File: src/design/tpbd_pkg.sv
`timescale 1ns / 1ps

package tpbd_pkg;

	// number of touch pads held in the state arrays
	localparam int PAD_COUNT = 8;
	localparam int PAD_W     = 3;

	// field widths
	localparam int CNT_W  = 16;
	localparam int GAIN_W = 17;
	localparam int BASE_W = 33;
	localparam int DEB_W  = 8;
	localparam int BINT_W = BASE_W - 16;
	localparam int CFG_IDX_W  = 3;
	localparam int CFG_DATA_W = 17;

	// register reset values
	localparam logic [CNT_W-1:0]  PRESS_MARGIN_RST   = 16'd150;
	localparam logic [CNT_W-1:0]  RELEASE_MARGIN_RST = 16'd100;
	localparam logic [DEB_W-1:0]  DEBOUNCE_RST       = 8'd1;
	localparam logic [GAIN_W-1:0] FILTER_GAIN_RST    = 17'd16384;
	localparam logic [GAIN_W-1:0] TRACK_GAIN_RST     = 17'd327;
	localparam logic [GAIN_W-1:0] INIT_GAIN_RST      = 17'd68812;

	// command codes
	typedef enum logic [1:0] {
		CMD_SAMPLE    = 2'd0,
		CMD_CALIBRATE = 2'd1,
		CMD_EVALUATE  = 2'd2
	} cmd_t;

	// configuration register indexes
	typedef enum logic [CFG_IDX_W-1:0] {
		REG_PRESS_MARGIN   = 3'd0,
		REG_RELEASE_MARGIN = 3'd1,
		REG_DEBOUNCE_LIMIT = 3'd2,
		REG_FILTER_GAIN    = 3'd3,
		REG_TRACK_GAIN     = 3'd4,
		REG_INIT_GAIN      = 3'd5
	} reg_idx_t;

	typedef struct packed {
		logic [CNT_W-1:0]  press_margin;
		logic [CNT_W-1:0]  release_margin;
		logic [DEB_W-1:0]  debounce_limit;
		logic [GAIN_W-1:0] filter_gain;
		logic [GAIN_W-1:0] track_gain;
		logic [GAIN_W-1:0] init_gain;
	} cfg_t;

	// per-pad state as seen by the update logic
	typedef struct packed {
		logic [CNT_W-1:0]  filt;
		logic [BASE_W-1:0] base;
		logic [DEB_W-1:0]  deb;
		logic              touched;
	} pad_state_t;

endpackage

File: src/design/tpbd_update.sv
`timescale 1ns / 1ps

// Next state of one pad for one command; one shared multiplier.
module tpbd_update import tpbd_pkg::*; (
	input  logic [1:0]        command,
	input  logic [CNT_W-1:0]  raw_count,
	input  cfg_t              cfg,
	input  pad_state_t        cur,
	output pad_state_t        nxt,
	output logic              changed
);

	logic [BINT_W-1:0]  base_int;
	logic signed [17:0] mul_a;
	logic signed [17:0] mul_b;
	logic signed [35:0] prod;
	logic signed [20:0] filt_sum;
	logic signed [36:0] base_sum;
	logic [17:0]        press_thr;
	logic [17:0]        release_thr;
	logic               press_hit;
	logic               release_hit;
	logic               deb_done;
	logic [DEB_W-1:0]   deb_inc;

	assign base_int = cur.base[BASE_W-1:16];

	// operand select for the shared multiplier
	always_comb begin
		case (command)
			CMD_SAMPLE: begin
				mul_a = $signed({2'b00, raw_count}) - $signed({2'b00, cur.filt});
				mul_b = $signed({1'b0, cfg.filter_gain});
			end
			CMD_CALIBRATE: begin
				mul_a = $signed({2'b00, cur.filt});
				mul_b = $signed({1'b0, cfg.init_gain});
			end
			default: begin
				mul_a = $signed({2'b00, cur.filt}) - $signed({1'b0, base_int});
				mul_b = $signed({1'b0, cfg.track_gain});
			end
		endcase
	end

	assign prod = mul_a * mul_b;

	// filter step: floor of product / 2^16 is the arithmetic shift
	assign filt_sum = $signed({5'b00000, cur.filt}) + $signed({prod[35], prod[35:16]});

	// baseline tracking sum
	assign base_sum = $signed({4'b0000, cur.base}) + $signed({prod[35], prod});

	// hysteresis thresholds
	assign press_thr   = {1'b0, base_int} + {2'b00, cfg.press_margin};
	assign release_thr = {1'b0, base_int} + {2'b00, cfg.release_margin};
	assign press_hit   = {2'b00, cur.filt} > press_thr;
	assign release_hit = {2'b00, cur.filt} < release_thr;

	assign deb_done = cur.deb >= cfg.debounce_limit;
	assign deb_inc  = cur.deb + 1'b1;

	always_comb begin
		nxt     = cur;
		changed = 1'b0;
		case (command)
			CMD_SAMPLE: begin
				if (filt_sum < 0) begin
					nxt.filt = '0;
				end else if (filt_sum > 21'sd65535) begin
					nxt.filt = '1;
				end else begin
					nxt.filt = filt_sum[CNT_W-1:0];
				end
			end
			CMD_CALIBRATE: begin
				nxt.base = prod[BASE_W-1:0];
			end
			CMD_EVALUATE: begin
				if (!cur.touched) begin
					if (press_hit) begin
						nxt.deb = deb_done ? '0 : deb_inc;
						if (deb_done) begin
							nxt.touched = 1'b1;
							changed     = 1'b1;
						end
					end else begin
						nxt.deb = '0;
						// saturate the tracked baseline to its store
						if (base_sum < 0) begin
							nxt.base = '0;
						end else if (base_sum[36:BASE_W] != '0) begin
							nxt.base = '1;
						end else begin
							nxt.base = base_sum[BASE_W-1:0];
						end
					end
				end else begin
					if (release_hit) begin
						nxt.deb = deb_done ? '0 : deb_inc;
						if (deb_done) begin
							nxt.touched = 1'b0;
							changed     = 1'b1;
						end
					end else begin
						nxt.deb = '0;
					end
				end
			end
			default: begin
				nxt     = cur;
				changed = 1'b0;
			end
		endcase
	end

endmodule

File: src/design/touch_pad_baseline_detector.sv
`timescale 1ns / 1ps

// Stages: input register, then result register; the status outputs are registered.
// One item per cycle while the status side does not stall; the pad state update and the one
// shared multiply sit between the input register and the result register.
// Reset (arst_n low, asynchronous): pad state, key bits and debounce counts clear to
// zero, configuration registers take their default values, both stages go empty.
module touch_pad_baseline_detector import tpbd_pkg::*; (
	input  logic                  clk,
	input  logic                  arst_n,
	// configuration writes
	input  logic                  cfg_write,
	input  logic [CFG_IDX_W-1:0]  cfg_index,
	input  logic [CFG_DATA_W-1:0] cfg_data,
	// command channel
	input  logic                  in_valid,
	output logic                  in_stall,
	input  logic [1:0]            command,
	input  logic [2:0]            pad_index,
	input  logic [CNT_W-1:0]      raw_count,
	// status channel
	output logic                  out_valid,
	input  logic                  out_stall,
	output logic [7:0]            key_status,
	output logic                  pad_touched,
	output logic                  state_changed,
	output logic [CNT_W-1:0]      filtered_level,
	output logic [BINT_W-1:0]     baseline_level
);

	cfg_t              cfg_q;
	logic [CNT_W-1:0]  filt_q  [PAD_COUNT];
	logic [BASE_W-1:0] base_q  [PAD_COUNT];
	logic [DEB_W-1:0]  deb_q   [PAD_COUNT];
	logic [PAD_COUNT-1:0] touched_q;

	logic              valid_s1;
	logic [1:0]        cmd_s1;
	logic [2:0]        pad_s1;
	logic [CNT_W-1:0]  raw_s1;
	logic              valid_s2;

	logic              in_take;
	logic              advance;
	logic              pad_ok;
	logic [PAD_W-1:0]  pad_sel;
	pad_state_t        cur;
	pad_state_t        nxt;
	logic              changed;
	logic [PAD_COUNT-1:0] touched_next;

	// configuration registers
	always_ff @(posedge clk or negedge arst_n) begin
		if (!arst_n) begin
			cfg_q.press_margin   <= PRESS_MARGIN_RST;
			cfg_q.release_margin <= RELEASE_MARGIN_RST;
			cfg_q.debounce_limit <= DEBOUNCE_RST;
			cfg_q.filter_gain    <= FILTER_GAIN_RST;
			cfg_q.track_gain     <= TRACK_GAIN_RST;
			cfg_q.init_gain      <= INIT_GAIN_RST;
		end else if (cfg_write) begin
			case (cfg_index)
				REG_PRESS_MARGIN:   cfg_q.press_margin   <= cfg_data[CNT_W-1:0];
				REG_RELEASE_MARGIN: cfg_q.release_margin <= cfg_data[CNT_W-1:0];
				REG_DEBOUNCE_LIMIT: cfg_q.debounce_limit <= cfg_data[DEB_W-1:0];
				REG_FILTER_GAIN:    cfg_q.filter_gain    <= cfg_data[GAIN_W-1:0];
				REG_TRACK_GAIN:     cfg_q.track_gain     <= cfg_data[GAIN_W-1:0];
				REG_INIT_GAIN:      cfg_q.init_gain      <= cfg_data[GAIN_W-1:0];
				default: ;
			endcase
		end
	end

	// handshake: stage 1 moves on whenever the result register is free or drains
	assign advance  = valid_s1 && (!valid_s2 || !out_stall);
	assign in_stall = valid_s1 && !advance;
	assign in_take  = in_valid && !in_stall;

	always_ff @(posedge clk or negedge arst_n) begin
		if (!arst_n) begin
			valid_s1 <= 1'b0;
		end else if (in_take) begin
			valid_s1 <= 1'b1;
		end else if (advance) begin
			valid_s1 <= 1'b0;
		end
	end

	always_ff @(posedge clk) begin
		if (in_take) begin
			cmd_s1 <= command;
			pad_s1 <= pad_index;
			raw_s1 <= raw_count;
		end
	end

	// addressed pad state
	assign pad_ok  = {29'd0, pad_s1} < PAD_COUNT;
	assign pad_sel = pad_s1[PAD_W-1:0];

	always_comb begin
		cur.filt    = filt_q[pad_sel];
		cur.base    = base_q[pad_sel];
		cur.deb     = deb_q[pad_sel];
		cur.touched = touched_q[pad_sel];
	end

	tpbd_update u_update (
		.command   (cmd_s1),
		.raw_count (raw_s1),
		.cfg       (cfg_q),
		.cur       (cur),
		.nxt       (nxt),
		.changed   (changed)
	);

	always_comb begin
		touched_next = touched_q;
		if (pad_ok) begin
			touched_next[pad_sel] = nxt.touched;
		end
	end

	// pad state write-back on the stage 1 transfer
	always_ff @(posedge clk or negedge arst_n) begin
		if (!arst_n) begin
			for (int i = 0; i < PAD_COUNT; i++) begin
				filt_q[i] <= '0;
				base_q[i] <= '0;
				deb_q[i]  <= '0;
			end
			touched_q <= '0;
		end else if (advance && pad_ok) begin
			filt_q[pad_sel] <= nxt.filt;
			base_q[pad_sel] <= nxt.base;
			deb_q[pad_sel]  <= nxt.deb;
			touched_q       <= touched_next;
		end
	end

	// result register
	always_ff @(posedge clk or negedge arst_n) begin
		if (!arst_n) begin
			valid_s2 <= 1'b0;
		end else if (advance) begin
			valid_s2 <= 1'b1;
		end else if (!out_stall) begin
			valid_s2 <= 1'b0;
		end
	end

	always_ff @(posedge clk) begin
		if (advance) begin
			key_status     <= touched_next[7:0];
			pad_touched    <= pad_ok & nxt.touched;
			state_changed  <= pad_ok & changed;
			filtered_level <= pad_ok ? nxt.filt : '0;
			baseline_level <= pad_ok ? nxt.base[BASE_W-1:16] : '0;
		end
	end

	assign out_valid = valid_s2;

	// checks
	a_no_stall_when_empty: assert property (@(posedge clk) disable iff (!arst_n)
		!valid_s1 |-> !in_stall)
		else $error("input stalled with stage 1 empty");

	a_change_toggles: assert property (@(posedge clk) disable iff (!arst_n)
		(advance && pad_ok && changed) |=> touched_q != $past(touched_q))
		else $error("key bit change reported but not stored");

	a_filter_only_on_sample: assert property (@(posedge clk) disable iff (!arst_n)
		(advance && pad_ok && cmd_s1 != CMD_SAMPLE)
		|=> filt_q[$past(pad_sel)] == $past(cur.filt))
		else $error("filtered count moved on a non-sample command");

endmodule

File: config.mk
export PLATFORM = sky130hd
export DESIGN_NAME = touch_pad_baseline_detector
export DESIGN_NICKNAME = d
export VERILOG_FILES = /design/src/design/tpbd_pkg.sv /design/src/design/tpbd_update.sv /design/src/design/touch_pad_baseline_detector.sv
export SDC_FILE = /design/constraint.sdc
export NUM_CORES = 2
export LEC_CHECK = 0
export BUFFER_PORTS_ARGS = -buffer_cell sky130_fd_sc_hd__buf_2
export CAP_MARGIN = 0
export CORE_UTILIZATION = 35
export CTS_CLUSTER_DIAMETER = 120
export DETAILED_ROUTE_END_ITERATION = 7
export GPL_ROUTABILITY_DRIVEN = 0
export HOLD_SLACK_MARGIN = 0.08
export REMOVE_ABC_BUFFERS = 1
export SYNTH_ARGS = -nofsm -noshare
export SYNTH_HDL_FRONTEND = slang
export SYNTH_SLANG_ARGS = --single-unit
export TNS_END_PERCENT = 5
File: constraint.sdc
create_clock -name clk -period 13.5 [get_ports clk]
set_input_delay 0 -clock clk [delete_from_list [all_inputs] [get_ports clk]]
set_output_delay 0 -clock clk [all_outputs]
set_load 0.05 [all_outputs]
==> parameters.txt <==
Parameter                              Value

Clock network
  Buffers from clock root to sink, at most    3
  Clock Tree Root    sky130_fd_sc_hd__clkbuf_16
  Deepest level of the CTS H-tree    3
  Clock slew at the register clock pins of the worst setup and hold paths    60 ps
  TritonCTS clock tree    built
  Clock buffer count from CTS    72
  CTS Sinks    621
  Worst-skew pair later-pin latency    690 ps

Setup path
  Start point of the critical path    pad_s1[2]$_DFFE_PP_
  Nature of the critical path startpoint    register
  Data arrival time of the worst path    13350 ps
  Most Frequent Cell on Critical Path    sky130_fd_sc_hd__fa_1
  Longest individual stage delay on the worst path    540 ps
  Crit Reg-Reg Startpoint    pad_s1[2]$_DFFE_PP_
  CP max stage cell    sky130_fd_sc_hd__fa_1
  Crit Path Class    register to register
  Endpoint type of the worst setup path    register
  Maximum fanout count along the critical path    17
  Category of cells accounting for the largest share of critical-path delay    adder cells
  Data required time of the critical path    13840 ps
  CP bufs+invs    10

Timing
  Period utilization    96.41%
  Actual slew at the worst max-slew pin    1176 ps
  Final Hold Viols    0
  Relative slew slack    21.21%
  Final min period    13020 ps
  Worst hold slack    99.72 ps
  Total negative slack for setup checks    0 ps
  Max-slew violations    0
  Max Clk Rate    0.07683 GHz
  Setup skew after layout    48.44 ps
  Setup violations, final    0

Hold path
  Hold Path Class    input pin to register
  Startpoint of the tightest hold check path    out_stall

Logic synthesis
  Top cell type by total area after synthesis    sky130_fd_sc_hd__dfrtp_1
  Main flop type after synthesis    sky130_fd_sc_hd__dfrtp_1
  Leading cell types by total area after synthesis    sky130_fd_sc_hd__dfrtp_1 (29%), sky130_fd_sc_hd__fa_1 (14%), sky130_fd_sc_hd__ha_1 (6.7%)
  Number of distinct library cell variants in the gate-level netlist after synthesis    101
  Combined area of all synthesized cells    46110 um2
  Area share of the largest cell type after synthesis    29.09%
  #FFs+latches synth    621
  Instance count of the mapped netlist    4879
  Share of synthesized area occupied by flip-flops and latches    34.45%
  Number of synthesized flops with an enable pin    64
  Yosys synthesis warning count    0
  Count leader, synth    sky130_fd_sc_hd__nand2_1
  Commonest cells in the netlist    sky130_fd_sc_hd__nand2_1 (667), sky130_fd_sc_hd__dfrtp_1 (536), sky130_fd_sc_hd__inv_1 (512)
  Async set-reset flop share out of synthesis    89.69%
  Mean post-synth cell area    9.451 um2

Global routing
  Number of global-route vias before repair    38580
  First-pass GRT wire length    243300 um
  Global-route congestion overflow total    0
  Initial antenna violation count    4
  Maximum number of pins on one net before global-route repair    163
  Total global routing track utilization    23.95%

Floorplanning
  Die area    133200 um2
  Height of the chip    365.0 um
  Count of standard-cell rows    132
  Die width    365.0 um
  Initial cell density of the core    35.43%
  Num ports    91
  Standard cell core area    130100 um2

Outcome
  Outcome    completed

Placement
  Post-DP HPWL    115400 um
  Count of buffers inserted at the top-level ports    90

Final layout
  Area growth from synthesis to final layout    14.99%
  Area used by sequential logic in the layout    15890 um2
  Layout cells sized above 1    14.41%
  Combined area of the multi-input logic cells    27650 um2
  Layout Nets    5687
  Fill cell total of the finished layout    12860

Drt
  Pre-Repair DR Iteration Count    8
  DRC violation count after routing    0
  Average wire per cell in the routed design    23.16 um
  First-iteration detailed-routing DRC count    4148
  Remaining antenna violation count    0
  Mean number of vias per cell    5.697
  Total wire length after detailed routing    159300 um
  Via Count    39190

Run
  Max-capacitance violation count    0
[worst register-to-register path: cells and delay by family (launching register included)]
kind	cells	cell delay, ps
DFF	1	410
adders and majority gates	9	4010
xor gates and xnor gates	1	140
and+or+nand+nor	11	3190
AOI/OAI and AO/OA	17	3360
buffers and inverters	10	1560
[per-layer routing]
layer	track usage, %	vias to the layer above	part of all wire, %
met1	32.38	19690	42
met5	0	-	0.11
met3	4.698	344	8.6
met4	8.393	4	3.5
met2	38.11	1685	46
li1	-	17470	-
[placed cells by master (no fill, tap or decap), types with 166 or more instances in the layout]
master / netlist / layout
sky130_fd_sc_hd__ha_1: 248 / 244
sky130_fd_sc_hd__a21oi_1: 172 / 166
sky130_fd_sc_hd__nand2_1: 667 / 659
sky130_fd_sc_hd__nor2_1: 291 / 285
sky130_fd_sc_hd__a22oi_1: 203 / 203
sky130_fd_sc_hd__o21ai_0: 313 / 310
sky130_fd_sc_hd__inv_1: 512 / 511
sky130_fd_sc_hd__buf_4: 6 / 207
sky130_fd_sc_hd__dfrtp_1: 536 / 536
sky130_fd_sc_hd__fa_1: 317 / 317
[stage by stage]
stage               std cells  setup slack [ps]  cell area, um2  util, %
finish                   6879             484.2           53030    40.74
global route             6877            -26.19           53020    40.74
CTS                      6847             30.58           52530    40.36
detailed placement       6635            -175.9           49360    37.92
global placement         6635            -89.58           49360    37.92
floorplan                4615            -888.4           45070        -
[area by class of cell]
type / instances / area share, %
multi-input combinational: 3481 / 52.14
sequential: 621 / 29.96
timing repair buffer: 387 / 5.670
tap: 1742 / 4.110
clock buffer: 104 / 3.997
inverter: 513 / 3.634
clock inverter: 29 / 0.4837
antenna: 2 / 0.009438
[cell families (layout without fill, tap and decap cells)]
family | Yosys count | after routing | share of synthesized area (%)
other | 0 | 2 | 0
muxes | 132 | 132 | 3.213
and+or+nand+nor | 1352 | 1352 | 13.10
DFF | 621 | 621 | 34.45
xor gates and xnor gates | 119 | 119 | 2.290
buffers and inverters | 777 | 1033 | 6.444
AOI/OAI and AO/OA | 1313 | 1313 | 20.01
adders and majority gates | 565 | 565 | 20.49
[final timing paths]
path	end	slack, ps	depth (start not counted)
worst min register to register	base_q[90]$_DFFE_PN0P_	470	2
worst max-delay path	baseline_level[13]$_DFFE_PP_	480	48
max in group asynchronous	cfg_q[50]$_DFFE_PN0P_	10460	5
worst max register to register	baseline_level[13]$_DFFE_PP_	480	48
worst min-delay path	out_valid$_DFFE_PN0P_	100	4
min in group asynchronous	deb_q[5]$_DFFE_PN0P_	550	3
[what timing repair did]
item / in CTS / in global routing
pin swaps: 0 / 18
buffers inserted: 2 / 30
hold buffers: 77 / 0
gates resized for setup: 5 / 44
hold endpoints to repair: 230 / 0
setup endpoints to repair: 180 / 425
[sequential cells by signal, summed over array words and instances, names as in the netlist, 8 cells and up]
name            flops
base_q            264
filt_q            128
cfg_q              91
deb_q              64
baseline_level     17
filtered_level     16
raw_s1             16
key_status          8
touched_q           8
Power is left out: the tool's default activity adds up to more than one toggle a clock period on the data nets, which glitch-free logic cannot reach.
